### config.mk
export PLATFORM = sky130hd
export DESIGN_NAME = portable_path_validator_top
export DESIGN_NICKNAME = d
export VERILOG_FILES = /design/src/rtl/core/ppv_pkg.sv /design/src/rtl/core/ppv_in_reg.sv /design/src/rtl/core/ppv_scan.sv /design/src/rtl/core/portable_path_validator_top.sv
export SDC_FILE = /design/constraint.sdc
export NUM_CORES = 1
export LEC_CHECK = 0
export BUFFER_PORTS_ARGS = -buffer_cell sky130_fd_sc_hd__buf_2
export CAP_MARGIN = 40
export CORE_UTILIZATION = 32
export DETAILED_ROUTE_END_ITERATION = 12
export GPL_ROUTABILITY_DRIVEN = 0
export PLACE_DENSITY = 0.48
export RECOVER_POWER = 100
export SLEW_MARGIN = 10
export SYNTH_ARGS = -nofsm -noshare
export SYNTH_HDL_FRONTEND = slang
export SYNTH_SLANG_ARGS = --single-unit
### constraint.sdc
create_clock -name aclk -period 4.1 [get_ports aclk]
set_input_delay 0.205 -clock aclk [delete_from_list [all_inputs] [get_ports aclk]]
set_output_delay 0.205 -clock aclk [all_outputs]
set_load 0.02 [all_outputs]
### src/rtl/core/ppv_pkg.sv
// ============================================================================
// ppv_pkg
// Shared types, character constants and helper functions for the portable
// relative path validator.
// ============================================================================
package ppv_pkg;

    localparam int unsigned LEN_W = 12;

    localparam logic [LEN_W-1:0] MAX_LENGTH_RESET = 12'd240;
    localparam logic [LEN_W-1:0] COUNT_MAX        = {LEN_W{1'b1}};

    // Character constants
    localparam logic [7:0] CH_PRINT_LOW  = 8'h20;
    localparam logic [7:0] CH_PRINT_HIGH = 8'h7e;
    localparam logic [7:0] CH_SPACE      = 8'h20;
    localparam logic [7:0] CH_DOT        = 8'h2e;
    localparam logic [7:0] CH_SLASH      = 8'h2f;
    localparam logic [7:0] CH_BSLASH     = 8'h5c;
    localparam logic [7:0] CH_LT         = 8'h3c;
    localparam logic [7:0] CH_GT         = 8'h3e;
    localparam logic [7:0] CH_COLON      = 8'h3a;
    localparam logic [7:0] CH_QUOTE      = 8'h22;
    localparam logic [7:0] CH_PIPE       = 8'h7c;
    localparam logic [7:0] CH_QUESTION   = 8'h3f;
    localparam logic [7:0] CH_STAR       = 8'h2a;
    localparam logic [7:0] CH_LOWER_A    = 8'h61;
    localparam logic [7:0] CH_LOWER_Z    = 8'h7a;
    localparam logic [7:0] CH_DIGIT_1    = 8'h31;
    localparam logic [7:0] CH_DIGIT_9    = 8'h39;
    localparam logic [7:0] CASE_OFFSET   = 8'h20;

    // Reserved device names
    localparam logic [23:0] DEV_CON = "CON";
    localparam logic [23:0] DEV_PRN = "PRN";
    localparam logic [23:0] DEV_AUX = "AUX";
    localparam logic [23:0] DEV_NUL = "NUL";
    localparam logic [23:0] DEV_COM = "COM";
    localparam logic [23:0] DEV_LPT = "LPT";

    localparam logic [1:0] COMP_LEN_MAX = 2'd3;
    localparam logic [2:0] STEM_KEEP    = 3'd4;
    localparam logic [2:0] STEM_LEN_MAX = 3'd5;

    typedef enum logic [2:0] {
        REASON_OK        = 3'd0,
        REASON_LENGTH    = 3'd1,
        REASON_ABSOLUTE  = 3'd2,
        REASON_DOT_COMP  = 3'd3,
        REASON_TRAILING  = 3'd4,
        REASON_RESERVED  = 3'd5,
        REASON_BAD_CHAR  = 3'd6
    } reason_t;

    typedef struct packed {
        logic [7:0] ch;
        logic       has_char;
        logic       last;
    } item_t;

    typedef logic [3:0][7:0] stem_t;

    function automatic logic is_sep(input logic [7:0] c);
        return (c == CH_SLASH) || (c == CH_BSLASH);
    endfunction

    function automatic logic is_bad(input logic [7:0] c);
        return (c < CH_PRINT_LOW) || (c > CH_PRINT_HIGH) || (c == CH_LT) ||
               (c == CH_GT) || (c == CH_COLON) || (c == CH_QUOTE) ||
               (c == CH_PIPE) || (c == CH_QUESTION) || (c == CH_STAR);
    endfunction

    function automatic logic [7:0] to_upper(input logic [7:0] c);
        return ((c >= CH_LOWER_A) && (c <= CH_LOWER_Z)) ? (c - CASE_OFFSET) : c;
    endfunction

    function automatic logic stem_reserved(input stem_t s, input logic [2:0] len);
        logic [23:0] head;
        head = {s[0], s[1], s[2]};
        if (len == 3'd3) begin
            return (head == DEV_CON) || (head == DEV_PRN) ||
                   (head == DEV_AUX) || (head == DEV_NUL);
        end
        if ((len == 3'd4) && (s[3] >= CH_DIGIT_1) && (s[3] <= CH_DIGIT_9)) begin
            return (head == DEV_COM) || (head == DEV_LPT);
        end
        return 1'b0;
    endfunction

    // Verdict on a component that has just ended
    function automatic reason_t close_comp(input logic [1:0] len, input logic all_dots,
                                           input logic [7:0] prev, input stem_t s,
                                           input logic [2:0] slen);
        if ((len == 2'd0) || (all_dots && (len <= 2'd2))) begin
            return REASON_DOT_COMP;
        end
        if ((prev == CH_SPACE) || (prev == CH_DOT)) begin
            return REASON_TRAILING;
        end
        if (stem_reserved(s, slen)) begin
            return REASON_RESERVED;
        end
        return REASON_OK;
    endfunction

endpackage

### src/rtl/core/ppv_in_reg.sv
// ============================================================================
// ppv_in_reg
// Input register: captures one request and holds it until the scan stage
// takes it.
// ============================================================================
module ppv_in_reg
    import ppv_pkg::*;
(
    input  logic  aclk,
    input  logic  aresetn,
    input  logic  s_valid,
    output logic  s_ready,
    input  item_t s_item,
    input  logic  advance,
    output logic  item_valid,
    output item_t item
);

    logic  valid_reg, valid_next;
    item_t item_reg, item_next;

    // free slot, or the held request leaves this cycle
    assign s_ready = !valid_reg || advance;

    always_comb begin
        valid_next = valid_reg;
        item_next  = item_reg;
        if (s_ready) begin
            valid_next = s_valid;
            if (s_valid) begin
                item_next = s_item;
            end
        end
    end

    always_ff @(posedge aclk) begin
        if (!aresetn) begin
            valid_reg <= 1'b0;
        end else begin
            valid_reg <= valid_next;
        end
        item_reg <= item_next;
    end

    assign item_valid = valid_reg;
    assign item       = item_reg;

endmodule

### src/rtl/core/ppv_scan.sv
// ============================================================================
// ppv_scan
// Running path state: byte count, first fault and the component being
// collected; forms the verdict on the closing request.
// ============================================================================
module ppv_scan
    import ppv_pkg::*;
(
    input  logic             aclk,
    input  logic             aresetn,
    input  logic             advance,
    input  item_t            item,
    input  logic [LEN_W-1:0] max_length,
    output reason_t          verdict
);

    logic [LEN_W-1:0] count_reg, count_next;
    logic             ovf_reg, ovf_next;
    reason_t          err_reg, err_next;
    logic [1:0]       clen_reg, clen_next;
    logic             dots_reg, dots_next;
    logic [7:0]       prev_reg, prev_next;
    stem_t            stem_reg, stem_next;
    logic [2:0]       slen_reg, slen_next;
    logic             closed_reg, closed_next;

    logic             first;
    logic [7:0]       c;

    always_comb begin
        c           = item.ch;
        first       = (count_reg == '0) && !ovf_reg;
        count_next  = count_reg;
        ovf_next    = ovf_reg;
        err_next    = err_reg;
        clen_next   = clen_reg;
        dots_next   = dots_reg;
        prev_next   = prev_reg;
        stem_next   = stem_reg;
        slen_next   = slen_reg;
        closed_next = closed_reg;

        if (item.has_char) begin
            // saturate the count, flag overflow past the top
            if (!ovf_reg) begin
                if (count_reg == COUNT_MAX) begin
                    ovf_next = 1'b1;
                end else begin
                    count_next = count_reg + 1'b1;
                end
            end
            if (err_reg == REASON_OK) begin
                if (is_sep(c)) begin
                    err_next    = first ? REASON_ABSOLUTE
                                        : close_comp(clen_reg, dots_reg, prev_reg,
                                                     stem_reg, slen_reg);
                    clen_next   = 2'd0;
                    dots_next   = 1'b1;
                    prev_next   = 8'd0;
                    stem_next   = '0;
                    slen_next   = 3'd0;
                    closed_next = 1'b0;
                end else if (is_bad(c)) begin
                    err_next = REASON_BAD_CHAR;
                end else begin
                    if (clen_reg != COMP_LEN_MAX) begin
                        clen_next = clen_reg + 1'b1;
                    end
                    if (c != CH_DOT) begin
                        dots_next = 1'b0;
                    end
                    prev_next = c;
                    if (!closed_reg) begin
                        if (c == CH_DOT) begin
                            closed_next = 1'b1;
                        end else begin
                            if (slen_reg < STEM_KEEP) begin
                                stem_next[slen_reg[1:0]] = to_upper(c);
                            end
                            if (slen_reg != STEM_LEN_MAX) begin
                                slen_next = slen_reg + 1'b1;
                            end
                        end
                    end
                end
            end
        end

        priority if ((count_next == '0) && !ovf_next) begin
            verdict = REASON_LENGTH;
        end else if (ovf_next || (count_next > max_length)) begin
            verdict = REASON_LENGTH;
        end else if (err_next != REASON_OK) begin
            verdict = err_next;
        end else begin
            verdict = close_comp(clen_next, dots_next, prev_next, stem_next, slen_next);
        end
    end

    always_ff @(posedge aclk) begin
        if (!aresetn || (advance && item.last)) begin
            count_reg  <= '0;
            ovf_reg    <= 1'b0;
            err_reg    <= REASON_OK;
            clen_reg   <= 2'd0;
            dots_reg   <= 1'b1;
            prev_reg   <= 8'd0;
            stem_reg   <= '0;
            slen_reg   <= 3'd0;
            closed_reg <= 1'b0;
        end else if (advance) begin
            count_reg  <= count_next;
            ovf_reg    <= ovf_next;
            err_reg    <= err_next;
            clen_reg   <= clen_next;
            dots_reg   <= dots_next;
            prev_reg   <= prev_next;
            stem_reg   <= stem_next;
            slen_reg   <= slen_next;
            closed_reg <= closed_next;
        end
    end

`ifndef SYNTHESIS
    a_clear_after_verdict: assert property (@(posedge aclk) disable iff (!aresetn)
        (advance && item.last) |=> (count_reg == '0) && !ovf_reg && (err_reg == REASON_OK))
        else $error("path state not cleared after verdict");

    a_overflow_saturated: assert property (@(posedge aclk) disable iff (!aresetn)
        ovf_reg |-> (count_reg == COUNT_MAX))
        else $error("overflow flagged below saturated count");

    a_empty_component: assert property (@(posedge aclk) disable iff (!aresetn)
        (clen_reg == 2'd0) |-> (dots_reg && (slen_reg == 3'd0) && !closed_reg))
        else $error("empty component carries stem or dot state");
`endif

endmodule

### src/rtl/core/portable_path_validator_top.sv
// ============================================================================
// portable_path_validator_top
// Relative path validator: one path byte per request, one verdict per path.
// ============================================================================
//
//  channel | direction | handshake            | payload
//  --------+-----------+----------------------+--------------------------------
//  s_      | in        | s_valid / s_ready    | s_ch[7:0], s_has_char, s_last
//  m_      | out       | m_valid / m_ready    | m_ok, m_reason_code[2:0]
//  cfg_    | in        | cfg_valid / cfg_ready| cfg_wdata[11:0] (max_length)
//
//  Throughput is one request per cycle while no closing request stalls;
//  the running path state is updated in a single pass between the input
//  register and the result register. m_valid rises once the request
//  carrying s_last has left the input register for the result register.
//  Reset (aresetn low, synchronous) empties both registers, clears the path
//  state and sets max_length to 240.
//  A waiting verdict holds the result register; only a request carrying
//  s_last then stalls, byte requests keep flowing. cfg_ready is always high.
//
module portable_path_validator_top
    import ppv_pkg::*;
(
    input  logic             aclk,
    input  logic             aresetn,
    // path bytes
    input  logic             s_valid,
    output logic             s_ready,
    input  logic [7:0]       s_ch,
    input  logic             s_has_char,
    input  logic             s_last,
    // verdicts
    output logic             m_valid,
    input  logic             m_ready,
    output logic             m_ok,
    output logic [2:0]       m_reason_code,
    // max_length register write
    input  logic             cfg_valid,
    output logic             cfg_ready,
    input  logic [LEN_W-1:0] cfg_wdata
);

    item_t            s_item;
    item_t            item;
    logic             item_valid;
    logic             advance;
    reason_t          verdict;

    logic [LEN_W-1:0] max_len_reg, max_len_next;
    logic             out_valid_reg, out_valid_next;
    logic             ok_reg, ok_next;
    reason_t          reason_reg, reason_next;

    assign s_item = '{ch: s_ch, has_char: s_has_char, last: s_last};

    // a closing request needs room in the result register
    assign advance = item_valid && (!item.last || !out_valid_reg || m_ready);

    ppv_in_reg u_in_reg (
        .aclk       (aclk),
        .aresetn    (aresetn),
        .s_valid    (s_valid),
        .s_ready    (s_ready),
        .s_item     (s_item),
        .advance    (advance),
        .item_valid (item_valid),
        .item       (item)
    );

    ppv_scan u_scan (
        .aclk       (aclk),
        .aresetn    (aresetn),
        .advance    (advance),
        .item       (item),
        .max_length (max_len_reg),
        .verdict    (verdict)
    );

    // configuration: accept every write, keep the low twelve bits
    assign cfg_ready    = 1'b1;
    assign max_len_next = (cfg_valid && cfg_ready) ? cfg_wdata : max_len_reg;

    // result register: load on a closing request, drop when taken
    always_comb begin
        out_valid_next = out_valid_reg;
        ok_next        = ok_reg;
        reason_next    = reason_reg;
        if (advance && item.last) begin
            out_valid_next = 1'b1;
            ok_next        = (verdict == REASON_OK);
            reason_next    = verdict;
        end else if (m_ready) begin
            out_valid_next = 1'b0;
        end
    end

    always_ff @(posedge aclk) begin
        if (!aresetn) begin
            max_len_reg   <= MAX_LENGTH_RESET;
            out_valid_reg <= 1'b0;
        end else begin
            max_len_reg   <= max_len_next;
            out_valid_reg <= out_valid_next;
        end
        ok_reg     <= ok_next;
        reason_reg <= reason_next;
    end

    assign m_valid       = out_valid_reg;
    assign m_ok          = ok_reg;
    assign m_reason_code = reason_reg;

`ifndef SYNTHESIS
    a_verdict_loaded: assert property (@(posedge aclk) disable iff (!aresetn)
        (advance && item.last) |=> m_valid)
        else $error("closing request produced no verdict");

    a_stall_blocks_input: assert property (@(posedge aclk) disable iff (!aresetn)
        (item_valid && item.last && out_valid_reg && !m_ready) |-> !s_ready)
        else $error("input accepted while closing request is stalled");

    a_verdict_held: assert property (@(posedge aclk) disable iff (!aresetn)
        (m_valid && !m_ready) |=> (m_valid && $stable(m_ok) && $stable(m_reason_code)))
        else $error("waiting verdict changed before it was taken");
`endif

endmodule

==> flow_summary.toml <==
[pwr]
peakVddDrop_mv = 0.1886
pwr-share-clk_pct = 39.7
p_int_mw = 1.519
p_sw_mw = 0.6148
power.density_nw_per_um2 = 311.1
switching_share_pct = 28.81
power.static_leakage_nw = 2.463
p_seq_share_pct = 45.3
comb_power_share_pct = 15.0

[cts]
cts_max_level = 3
clk_latency_ns = 0.35
cts_sinks = 91
post_cts_buffers = 0
ctsHoldBuffers = 0
clkTransAtPathRegs_ns = 0.07
clockBufferDepth = 2
cts_tree = "done"
cts_root_buf = "clkbuf_16"
cts_buffers = 9

[sta]
final_hold_viol_count = 0
worst_pin_slew_ns = 1.633
slew_headroom_pct = -8.898
max_freq_mhz = 256.3
rsz0062_at_grt = "no"
drv_slew = 32
setup-violations-final = 0
period_share_pct = 95.17
finalSetupTns_ns = 0
min_period_ns = 3.902
holdWs_ns = 0.02586
setup_ws_ns = 0.1982
fin_worst_skew_ns = 0.006596

[flow_run]
drv_cap = 1

[cells_and_area]
area_delta_synth_final_pct = 13.33
multi_input_area_um2 = 3805
largest_reg_flops = 32
fillers = 1917
layout.nets = 860
drive_above_1_share_pct = 10.53
finalCoreUtilization_pct = 37.54
fin_cells = 1046
final-seq-area_um2 = 1962
diodes = 0

[grt]
grt_pass1_vias = 5838
grt_max_degree = 36
antenna_found_initial = 0
grt-ovfl-total = 0
track_usage_pct = 20.64
grt_pass1_wl_um = 31730

[floorplanning]
core_area_um2 = 18270
dieWidth_um = 139.5
pin_count = 34
die-area_um2 = 19470
start_util_pct = 33.13
rows = 49
die_h_um = 139.5

[synth]
async_flop_share_pct = 0
syn-num-nets = 824
synth_area_leaders = "dfxtp_1 25%, edfxtp_1 6.9%, nor2_1 5.3%"
dominantRegCellSynth = "dfxtp_1"
synth_area_um2 = 6052
synth-edff-count = 14
synth_most_common_cell = "nor2_1"
ys_ff_latch = 91
ys_seq_area_share_pct = 32.42
avgSynthCellArea_um2 = 7.799
syn_inst = 776
synth_top_cell_by_area = "dfxtp_1"
ys_warn_count = 0
yosys.area.top_type_share_pct = 25.47
synthTopCellsByCount = "85 x nor2_1, 78 x nand2_1, 77 x dfxtp_1, 48 x a21oi_1, 44 x nand3_1"
synth_cell_types = 81

[place]
numPortBuffers = 32
dp_cells = 1030
pre_cts_ws_ns = 0.2452
dp_hpwl_um = 14910

[setup_path]
crit_slowest_cell = "edfxtp_1"
path_cells = "or3b_1, o32ai_2, a21oi_2, a311oi_1, or3b_1, or3_1, o32ai_2, a21oi_1, a221oi_2"
path_class = "reg2reg"
worstPathArrival_ns = 4.08
worstPathMaxFanout = 19
cp-end-kind = "register"
slowest_delay_ns = 0.61
cp.required_ns = 4.28
cp-start-kind = "register"

[routing]
wl_um = 19880
drc = 0
viasPerCell = 5.956
ant_nets = 0
post_drt_wl_per_cell_um = 19.01
drt-initial-drc-count = 775
vias = 6230
dr.pass1.iters = 5

[outcome]
violations = "capacitance limit, slew limit"
run_status = "finished, violations left"

[min_path]
hp-class = "in2reg"
-- repair_timing --
item / in CTS / in global routing
hold endpoints to repair: 0 / 0
gates resized for setup: 0 / 1
endpoints found under the setup margin: 0 / 1
-- critical path: cells and delay by family (launching register included) --
| kind | cells | cell delay, ns |
|---|---|---|
| DFF | 1 | 0.61 |
| and+or+nand+nor | 3 | 1.30 |
| AOI/OAI and AO/OA | 6 | 1.81 |
-- cell type report --
type                            count  share of cell area [%]
Tap cell                          229                   4.177
Inverter                           32                   1.751
Clock buffer                        9                   3.283
Clock inverter                      7                  0.9850
Multi-Input combinational cell    611                   55.47
Sequential cell                    91                   28.60
Timing Repair Buffer               67                   5.728
-- through the flow --
step,area (um2),power (mW)
2_1_floorplan,6052,1.191
3_3_place_gp,6591,1.301
4_1_cts,6904,2.152
6_report,6859,2.134
3_5_place_dp,6611,1.306
5_1_grt,6859,2.225
-- kinds of logic after synthesis --
group	count (synthesis)	share of synthesized area, %
other	1	0.06196
AO/OA/AOI/OAI	201	23.38
adder cells (fa/ha/maj)	22	4.507
buffers and inverters	74	4.817
multiplexers	13	2.171
flip-flops	91	32.42
XOR/XNOR	14	2.026
AND/OR/NAND/NOR	360	30.62
-- power groups by stage --
stage | Sequential (mW) | Combinational [mW] | Clock (mW)
2_1_floorplan | 0.973 | 0.218 | 0
3_3_place_gp | 0.987 | 0.314 | 0
3_5_place_dp | 0.987 | 0.319 | 0
4_1_cts | 0.967 | 0.320 | 0.865
5_1_grt | 0.972 | 0.351 | 0.902
6_report | 0.968 | 0.319 | 0.847
-- metal layers --
metal  global-route usage [%]  up-vias  part of all wire, %
met5                        0        -                    0
met4                    8.713        0                  2.7
met1                    29.59     2939                   47
met3                    2.925       48                  7.4
met2                    30.73      285                   43
li1                         -     2958                    -
-- cells in the final DEF (no fill, tap or decap), types with 4 or more instances in the layout --
cell | netlist | layout
buf_2 | 5 | 26
nor3b_1 | 7 | 7
o31ai_1 | 7 | 7
a211oi_1 | 15 | 15
o21ai_0 | 29 | 28
mux2i_1 | 12 | 12
a311oi_1 | 5 | 5
nand2_1 | 78 | 78
inv_1 | 32 | 32
a21oi_1 | 48 | 48
nand2b_1 | 8 | 8
nand4_1 | 23 | 23
edfxtp_1 | 14 | 14
a21o_1 | 7 | 7
ha_1 | 21 | 21
clkbuf_16 | 0 | 9
or2_2 | 5 | 5
nor4_1 | 15 | 15
and3_1 | 5 | 5
o211ai_1 | 11 | 11
buf_4 | 2 | 29
dfxtp_1 | 77 | 77
o22ai_1 | 4 | 4
xor2_1 | 6 | 6
xnor2_1 | 8 | 8
nor2_1 | 85 | 85
clkbuf_1 | 33 | 12
a32oi_1 | 11 | 11
a22oi_1 | 15 | 15
or3_1 | 8 | 8
nand3_1 | 44 | 44
nor2b_1 | 20 | 20
o21a_1 | 7 | 7
or4_1 | 4 | 4
nand4b_1 | 4 | 4
nor3_1 | 29 | 29
and4_1 | 4 | 4
-- path summary, 6_finish.rpt --
path,startpoint,endpoint,slack (ns),depth (start not counted)
max,u_in_reg.item[2],m_reason_code[2],0.20,9
min,s_ch[2],u_in_reg.item[4],0.03,1
max reg2reg,u_in_reg.item[2],m_reason_code[2],0.20,9
min reg2reg,u_scan.prev_reg[6],u_scan.prev_reg[6],0.45,2
(Power assumes the default switching activity.)
